$ cat config.mk
export PLATFORM = sky130hd
export DESIGN_NAME = cycle_count_time_split
export DESIGN_NICKNAME = d
export VERILOG_FILES = /design/src/rtl/core/cct_pkg.sv /design/src/rtl/core/cct_div_cell.sv /design/src/rtl/core/cct_wrap_track.sv /design/src/rtl/core/cycle_count_time_split.sv
export SDC_FILE = /design/constraint.sdc
export NUM_CORES = 1
export LEC_CHECK = 0
export ABC_AREA = 1
export BUFFER_PORTS_ARGS = -buffer_cell sky130_fd_sc_hd__buf_2
export CAP_MARGIN = 20
export CORE_MARGIN = 2
export CORE_UTILIZATION = 35
export CTS_CLUSTER_SIZE = 25
export DETAILED_ROUTE_END_ITERATION = 6
export PLACE_DENSITY = 0.57
export SLEW_MARGIN = 20
export SYNTH_ARGS = -nofsm -noshare
export SYNTH_HDL_FRONTEND = slang
export SYNTH_SLANG_ARGS = --single-unit
export TNS_END_PERCENT = 1
$ cat constraint.sdc
create_clock -name clk -period 10.49 [get_ports clk]
set_input_delay 1.5735 -clock clk [delete_from_list [all_inputs] [get_ports clk]]
set_output_delay 1.5735 -clock clk [all_outputs]
set_load 0.005 [all_outputs]
$ cat src/rtl/core/cct_pkg.sv
package cct_pkg;

	// Width of the wrap count that forms the upper part of the extended count.
	localparam int WRAP_BITS = 32;

	// Default width of the sampled cycle counter.
	localparam int COUNTER_BITS_DEF = 32;

	// Clock frequency register and every divisor of the split.
	localparam int MHZ_W = 10;
	localparam logic [MHZ_W-1:0] MHZ_RESET = MHZ_W'(168);
	localparam logic [MHZ_W-1:0] US_PER_MS = MHZ_W'(1000);

	// Port widths of the sample request and the result.
	localparam int SECONDS_W = 45;
	localparam int SUBSEC_W  = 10;
	localparam int TOTAL_W   = 64;
	localparam int DELTA_W   = 32;
	localparam int SAMPLE_W  = 32;

	// Control of one serial divider cell.
	typedef struct packed {
		logic clear;
		logic step;
	} cct_div_ctrl_t;

endpackage

$ cat src/rtl/core/cct_div_cell.sv
// One restoring division cell: takes a dividend bit per step, MSB first,
// and yields one quotient bit per step, leaving the remainder behind.
module cct_div_cell (
	input  logic                          clk,
	input  cct_pkg::cct_div_ctrl_t        ctrl,
	input  logic                          bit_in,
	input  logic [cct_pkg::MHZ_W-1:0]     divisor,
	output logic                          q_bit,
	output logic [cct_pkg::MHZ_W-1:0]     rem
);

	logic [cct_pkg::MHZ_W-1:0] rem_q;
	logic [cct_pkg::MHZ_W:0]   trial;
	logic [cct_pkg::MHZ_W:0]   diff;

	// Shift the next dividend bit in and try a subtraction.
	always_comb begin
		trial = {rem_q, bit_in};
		diff  = trial - {1'b0, divisor};
		q_bit = (trial >= {1'b0, divisor});
	end

	// The remainder stays below the divisor, so it always fits the narrow register.
	always_ff @(posedge clk) begin
		if (ctrl.clear) begin
			rem_q <= '0;
		end else if (ctrl.step) begin
			rem_q <= q_bit ? diff[cct_pkg::MHZ_W-1:0] : trial[cct_pkg::MHZ_W-1:0];
		end
	end

	assign rem = rem_q;

endmodule

$ cat src/rtl/core/cct_wrap_track.sv
// Keeps the previous sample and the wrap count, and forms the extended count.
module cct_wrap_track #(
	parameter int COUNTER_BITS = cct_pkg::COUNTER_BITS_DEF
) (
	input  logic                                   clk,
	input  logic                                   arst_n,
	input  logic                                   accept,
	input  logic [cct_pkg::SAMPLE_W-1:0]           counter_sample,
	output logic [cct_pkg::WRAP_BITS+COUNTER_BITS-1:0] ext,
	output logic [cct_pkg::DELTA_W-1:0]            delta,
	output logic                                   wrapped
);

	logic [COUNTER_BITS-1:0]       sample;
	logic [COUNTER_BITS-1:0]       prev_q;
	logic [cct_pkg::WRAP_BITS-1:0] wrap_q;
	logic [cct_pkg::WRAP_BITS-1:0] wrap_next;
	logic [COUNTER_BITS-1:0]       diff;

	// A sample below the previous one counts as a wrap before extension.
	always_comb begin
		sample    = counter_sample[COUNTER_BITS-1:0];
		wrapped   = (sample < prev_q);
		wrap_next = wrap_q + cct_pkg::WRAP_BITS'(wrapped);
		diff      = sample - prev_q;
		delta     = cct_pkg::DELTA_W'(diff);
		ext       = {wrap_next, sample};
	end

	// Tracking state moves on with every accepted request.
	always_ff @(posedge clk or negedge arst_n) begin
		if (!arst_n) begin
			prev_q <= '0;
			wrap_q <= '0;
		end else if (accept) begin
			prev_q <= sample;
			wrap_q <= wrap_next;
		end
	end

endmodule

$ cat src/rtl/core/cycle_count_time_split.sv
// The block takes no new request until the finished result has moved into the output
// register, so output stalls hold up the input as well.
// The extended count leaves a shift register one bit a cycle through three chained
// divider cells (by the clock in MHz, by 1000, by 1000).
// Asynchronous active-low reset clears the previous sample, the wrap count and all
// handshakes, and sets the clock register to 168 MHz.
module cycle_count_time_split #(
	parameter int COUNTER_BITS = cct_pkg::COUNTER_BITS_DEF
) (
	input  logic                                clk,
	input  logic                                arst_n,
	input  logic                                cfg_valid,
	output logic                                cfg_ready,
	input  logic [cct_pkg::MHZ_W-1:0]           cfg_data,
	input  logic                                in_valid,
	output logic                                in_ready,
	input  logic [cct_pkg::SAMPLE_W-1:0]        counter_sample,
	output logic                                out_valid,
	input  logic                                out_ready,
	output logic [cct_pkg::SECONDS_W-1:0]       seconds,
	output logic [cct_pkg::SUBSEC_W-1:0]        milliseconds,
	output logic [cct_pkg::SUBSEC_W-1:0]        microseconds,
	output logic [cct_pkg::TOTAL_W-1:0]         total_microseconds,
	output logic [cct_pkg::DELTA_W-1:0]         delta_cycles,
	output logic                                wrapped
);

	localparam int EXT_W = cct_pkg::WRAP_BITS + COUNTER_BITS;
	localparam int CNT_W = $clog2(EXT_W);

	typedef enum logic [2:0] {
		ST_IDLE = 3'b001,
		ST_RUN  = 3'b010,
		ST_DONE = 3'b100
	} state_t;

	state_t                      state_q;
	logic [CNT_W-1:0]            cnt_q;
	logic [cct_pkg::MHZ_W-1:0]   clock_mhz_q;
	logic [cct_pkg::MHZ_W-1:0]   div_q;
	logic [EXT_W-1:0]            dividend_q;
	logic [EXT_W-1:0]            total_q;
	logic [EXT_W-1:0]            secs_q;
	logic [cct_pkg::DELTA_W-1:0] delta_q;
	logic                        wrapped_q;

	logic                        out_valid_q;
	logic [cct_pkg::SECONDS_W-1:0] seconds_q;
	logic [cct_pkg::SUBSEC_W-1:0]  ms_q;
	logic [cct_pkg::SUBSEC_W-1:0]  us_q;
	logic [cct_pkg::TOTAL_W-1:0]   total_out_q;
	logic [cct_pkg::DELTA_W-1:0]   delta_out_q;
	logic                          wrapped_out_q;

	logic                        accept;
	logic                        load_out;
	logic                        last_step;
	logic [EXT_W-1:0]            ext;
	logic [cct_pkg::DELTA_W-1:0] delta;
	logic                        wrap_hit;
	cct_pkg::cct_div_ctrl_t      div_ctrl;
	logic                        q_mhz;
	logic                        q_ms;
	logic                        q_s;
	logic [cct_pkg::MHZ_W-1:0]   rem_mhz;
	logic [cct_pkg::MHZ_W-1:0]   rem_us;
	logic [cct_pkg::MHZ_W-1:0]   rem_ms;

	// Handshakes and sequencing strobes.
	always_comb begin
		in_ready       = (state_q == ST_IDLE);
		cfg_ready      = 1'b1;
		accept         = in_valid && in_ready;
		last_step      = (state_q == ST_RUN) && (cnt_q == CNT_W'(EXT_W - 1));
		load_out       = (state_q == ST_DONE) && (!out_valid_q || out_ready);
		div_ctrl.clear = accept;
		div_ctrl.step  = (state_q == ST_RUN);
	end

	// Clock frequency register.
	always_ff @(posedge clk or negedge arst_n) begin
		if (!arst_n) begin
			clock_mhz_q <= cct_pkg::MHZ_RESET;
		end else if (cfg_valid && cfg_ready) begin
			clock_mhz_q <= cfg_data;
		end
	end

	cct_wrap_track #(
		.COUNTER_BITS (COUNTER_BITS)
	) u_wrap (
		.clk            (clk),
		.arst_n         (arst_n),
		.accept         (accept),
		.counter_sample (counter_sample),
		.ext            (ext),
		.delta          (delta),
		.wrapped        (wrap_hit)
	);

	// Divide by the clock in MHz to get microseconds, then twice by 1000.
	cct_div_cell u_div_mhz (
		.clk     (clk),
		.ctrl    (div_ctrl),
		.bit_in  (dividend_q[EXT_W-1]),
		.divisor (div_q),
		.q_bit   (q_mhz),
		.rem     (rem_mhz)
	);

	cct_div_cell u_div_us (
		.clk     (clk),
		.ctrl    (div_ctrl),
		.bit_in  (q_mhz),
		.divisor (cct_pkg::US_PER_MS),
		.q_bit   (q_ms),
		.rem     (rem_us)
	);

	cct_div_cell u_div_ms (
		.clk     (clk),
		.ctrl    (div_ctrl),
		.bit_in  (q_ms),
		.divisor (cct_pkg::US_PER_MS),
		.q_bit   (q_s),
		.rem     (rem_ms)
	);

	// Sequencer: idle, one bit per cycle through the dividers, then hand over.
	always_ff @(posedge clk or negedge arst_n) begin
		if (!arst_n) begin
			state_q <= ST_IDLE;
			cnt_q   <= '0;
		end else begin
			unique case (state_q)
				ST_IDLE: begin
					cnt_q <= '0;
					if (accept) begin
						state_q <= ST_RUN;
					end
				end
				ST_RUN: begin
					cnt_q <= cnt_q + CNT_W'(1);
					if (last_step) begin
						state_q <= ST_DONE;
					end
				end
				ST_DONE: begin
					if (load_out) begin
						state_q <= ST_IDLE;
					end
				end
				default: begin
					state_q <= ST_IDLE;
				end
			endcase
		end
	end

	// Dividend and quotient shift registers; a zero clock divides by one.
	always_ff @(posedge clk) begin
		if (accept) begin
			dividend_q <= ext;
			div_q      <= (clock_mhz_q == '0) ? cct_pkg::MHZ_W'(1) : clock_mhz_q;
			delta_q    <= delta;
			wrapped_q  <= wrap_hit;
		end else if (div_ctrl.step) begin
			dividend_q <= {dividend_q[EXT_W-2:0], 1'b0};
			total_q    <= {total_q[EXT_W-2:0], q_mhz};
			secs_q     <= {secs_q[EXT_W-2:0], q_s};
		end
	end

	// Output register holds the finished result until it is taken.
	always_ff @(posedge clk or negedge arst_n) begin
		if (!arst_n) begin
			out_valid_q <= 1'b0;
		end else if (load_out) begin
			out_valid_q <= 1'b1;
		end else if (out_ready) begin
			out_valid_q <= 1'b0;
		end
	end

	always_ff @(posedge clk) begin
		if (load_out) begin
			seconds_q     <= secs_q[cct_pkg::SECONDS_W-1:0];
			ms_q          <= rem_ms;
			us_q          <= rem_us;
			total_out_q   <= cct_pkg::TOTAL_W'(total_q);
			delta_out_q   <= delta_q;
			wrapped_out_q <= wrapped_q;
		end
	end

	assign out_valid          = out_valid_q;
	assign seconds            = seconds_q;
	assign milliseconds       = ms_q;
	assign microseconds       = us_q;
	assign total_microseconds = total_out_q;
	assign delta_cycles       = delta_out_q;
	assign wrapped            = wrapped_out_q;

	// The remainder of the first cell is the sub-microsecond part and is not reported.
	logic unused_rem;
	assign unused_rem = ^rem_mhz;

endmodule

==> metrics <==
status=finished clean; Synth Flop Type=edfxtp_1; CTS tree=done; clock root cell=clkbuf_16; CTS Hold Buffers Added=0; Clock Latency Late Sink=a little under 600 ps; commonest non-fill, non-tap cell in the layout=nand2_1; GRT overflow=0; DR vias=about 12k; Routed WL per cell=about 15 um; largest net degree at the start of global routing=163; P per Cell Area=~280 nW/um^2; Design Power=6.477 mW; vias in the first global route=about 12k; DP Wirelength=between 20 and 30 mm; headroom to the max-slew limit=about a fifth; core area=approximately 56,000 um^2; critical path data arrival time=4690 ps; I/O pin count=~210; largest cells by area after synthesis=edfxtp_1 57%, dfrtp_1 10%, nand2_1 7.7%, inv_1 3.5%, dfxtp_1 3.0%; CP startpoint=counter_sample[3]; Syn Area/Cell=12.04 um^2; TNS Setup=0 ps; Initial Utilization=~35%; Mapped Cells=1,655; num rows=slightly below 90; Leak Pwr=around 9.6 nW; number of diodes=0; most frequent cells in the layout=407 x nand2_1, 378 x edfxtp_1, 209 x buf_2; #FFs+latches synth=492; crit path kind=input port to register; startpoint types=input port; top cell type's share of synthesized area=roughly 57%; unrepaired setup endpoints after global routing=false; cts repair resizes=0; GRT Overall Usage=14.03%; FF-to-FF path depth=22; sequential share of the synthesized area=70.58%; Syn. warnings=0; via/cell ratio=4.570; drt drc=0; Worst Setup EP=dividend_q[62]; critical path fanouts, max=4; final period utilization=between 40% and 50%; syn_nets=approximately 1.8k; fillers=between 5k and 6k; VDD IR max=around 0.13 mV; MaxCap Viol Count=0; met2 Usage GRT=around 22%; Post-Syn Area=19,920 um^2; FF-to-FF Start=u_wrap.prev_q[3]; Routed WL=roughly 41 mm; initial antenna violation count=3; asr flop ratio synth=approximately 17%; reg2reg setup slack=6890 ps; antenna violation net count after detailed routing=0; H-tree levels=2; Final setup violation count=0; Die Y-Extent=around 240 um; Buffers on Ports=210; Layout area overhead=17.96%; met1 GRT Util=19.35%; Worst-path clk slew=roughly 60 ps; Placer Congestion=between 0.8 and 0.9; first-pass GRT wire length=approximately 66 mm; Hold Crit Class=register to register; grt met3 use=under 10%; number of synthesized flops with an enable pin=about 380; critical path endpoint category=register; CTS Sinks=a little under 500; Distinct cells, synth=50; die footprint=slightly below 60,000 um^2; initial drt markers=roughly 720; share of layout cells above drive strength 1=~18%; nets=1,978; Worst-Margin Slew=approximately 1200 ps; die width=approximately 240 um; Tmin final=approximately 4400 ps; WHS=approximately 420 ps; maximum clock frequency=about 230 MHz; R2R Path End=dividend_q[62]; Final Hold Fails=0; Critical Path RT=about 11,000 ps; Most Used Layer, Global Route=met2; Longest Clk Path Bufs=3; Slew Viols, Final=0; top cell type by total area after synthesis=edfxtp_1; CTS Buf Count=52; post-CTS setup buffer count=0; first-pass iteration count of the detailed router=5; Max Clock Skew=between 20 and 30 ps
==> routing by layer <==
| metal | vias to the layer above | wire length [um] |
|---|---|---|
| li1 | 6082 | - |
| met1 | 5832 | 19430 |
| met2 | 280 | 18580 |
| met3 | 58 | 2280 |
| met4 | 6 | 753 |
| met5 | - | 46 |
==> state kept, by name, indices dropped and copies added (netlist names), 32 cells and up <==
| name | flops |
|---|---|
| delta_q | 32 |
| total_q | 64 |
| dividend_q | 64 |
| secs_q | 45 |
| u_wrap.prev_q | 32 |
| seconds | 45 |
| total_microseconds | 64 |
| delta_cycles | 32 |
| u_wrap.wrap_q | 32 |
==> through the flow <==
step / worst slack (ps) / std cells / util (%) / instance area (um^2)
5_1_grt: 5778 / 2682 / 41.75 / 23500
6_report: 6140 / 2682 / 41.75 / 23500
3_3_place_gp: 5565 / 2584 / 38.72 / 21790
4_1_cts: 6139 / 2682 / 41.75 / 23500
2_1_floorplan: 1495 / 1655 / - / 19920
3_5_place_dp: 5501 / 2584 / 38.72 / 21790
==> worst min-delay path by stage <==
stage          slack (ps)        start  depth (start not counted)          endpoint
2_1_floorplan         400   delta_q[0]                          0   delta_cycles[0]
3_3_place_gp          410   secs_q[44]                          0       seconds[44]
3_5_place_dp          400  delta_q[11]                          0  delta_cycles[11]
4_1_cts               420  delta_q[30]                          0  delta_cycles[30]
5_1_grt               430  delta_q[11]                          0  delta_cycles[11]
6_report              420  delta_q[30]                          0  delta_cycles[30]
==> synthesized netlist by cell type (8+ instances only) <==
library cell and n:
a21o_1 12, a21oi_1 61, buf_2 19, clkbuf_1 18, dfrtp_1 80, dfxtp_1 30
edfxtp_1 378, ha_1 47, inv_1 184, nand2_1 407, nand3_1 55, nand4_1 17
nor2_1 78, nor2_2 8, nor3_1 12, o21ai_0 101, o22ai_1 9, xnor2_1 14
xor2_1 47
==> cells by family (layout without fill, tap and decap cells) <==
logic type	Yosys count	in the layout	share of synthesized area, %
simple gates	601	601	12.69
flops	492	492	70.58
buf+inv	230	501	4.629
compound gates	219	219	6.131
xor+xnor	61	61	2.682
fa+ha+maj	49	49	3.153
mux	2	2	0.1131
other cells	1	1	0.01883
==> final cells by class <==
type	instances	area [um^2]	share of cell area, %
clock buffer	69	1416	6.028
clock inverter	29	291.5	1.241
timing repair buffer	217	1131	4.814
inverter	186	698.2	2.971
multi-input combinational	933	4956	21.09
tap	756	945.9	4.026
sequential	492	14060	59.83
==> where the power goes <==
part | switching (mW) | internal, mW | total, mW
logic | 1.12 | 0.520 | 1.64
clock network | 0.750 | 1.08 | 1.83
registers | 0.206 | 2.80 | 3.01
==> worst max-delay path, stage by stage <==
cell and delay (ps):
buf_2 120, ha_1 350, a21oi_1 190, o21ai_2 140, nand2_1 90, nand2_1 110
nand3_1 100, nand2_1 100, nand3_1 80, nand2_1 90, a31oi_1 240, ha_1 240
ha_1 190, nand3_1 100, inv_1 140, nand4_2 160, nor3_4 240, nand2_2 110
nor2_1 110, nand2_1 60, nand3_1 90, nand2_1 70
No activity file was read; power rests on OpenSTA's default activity.
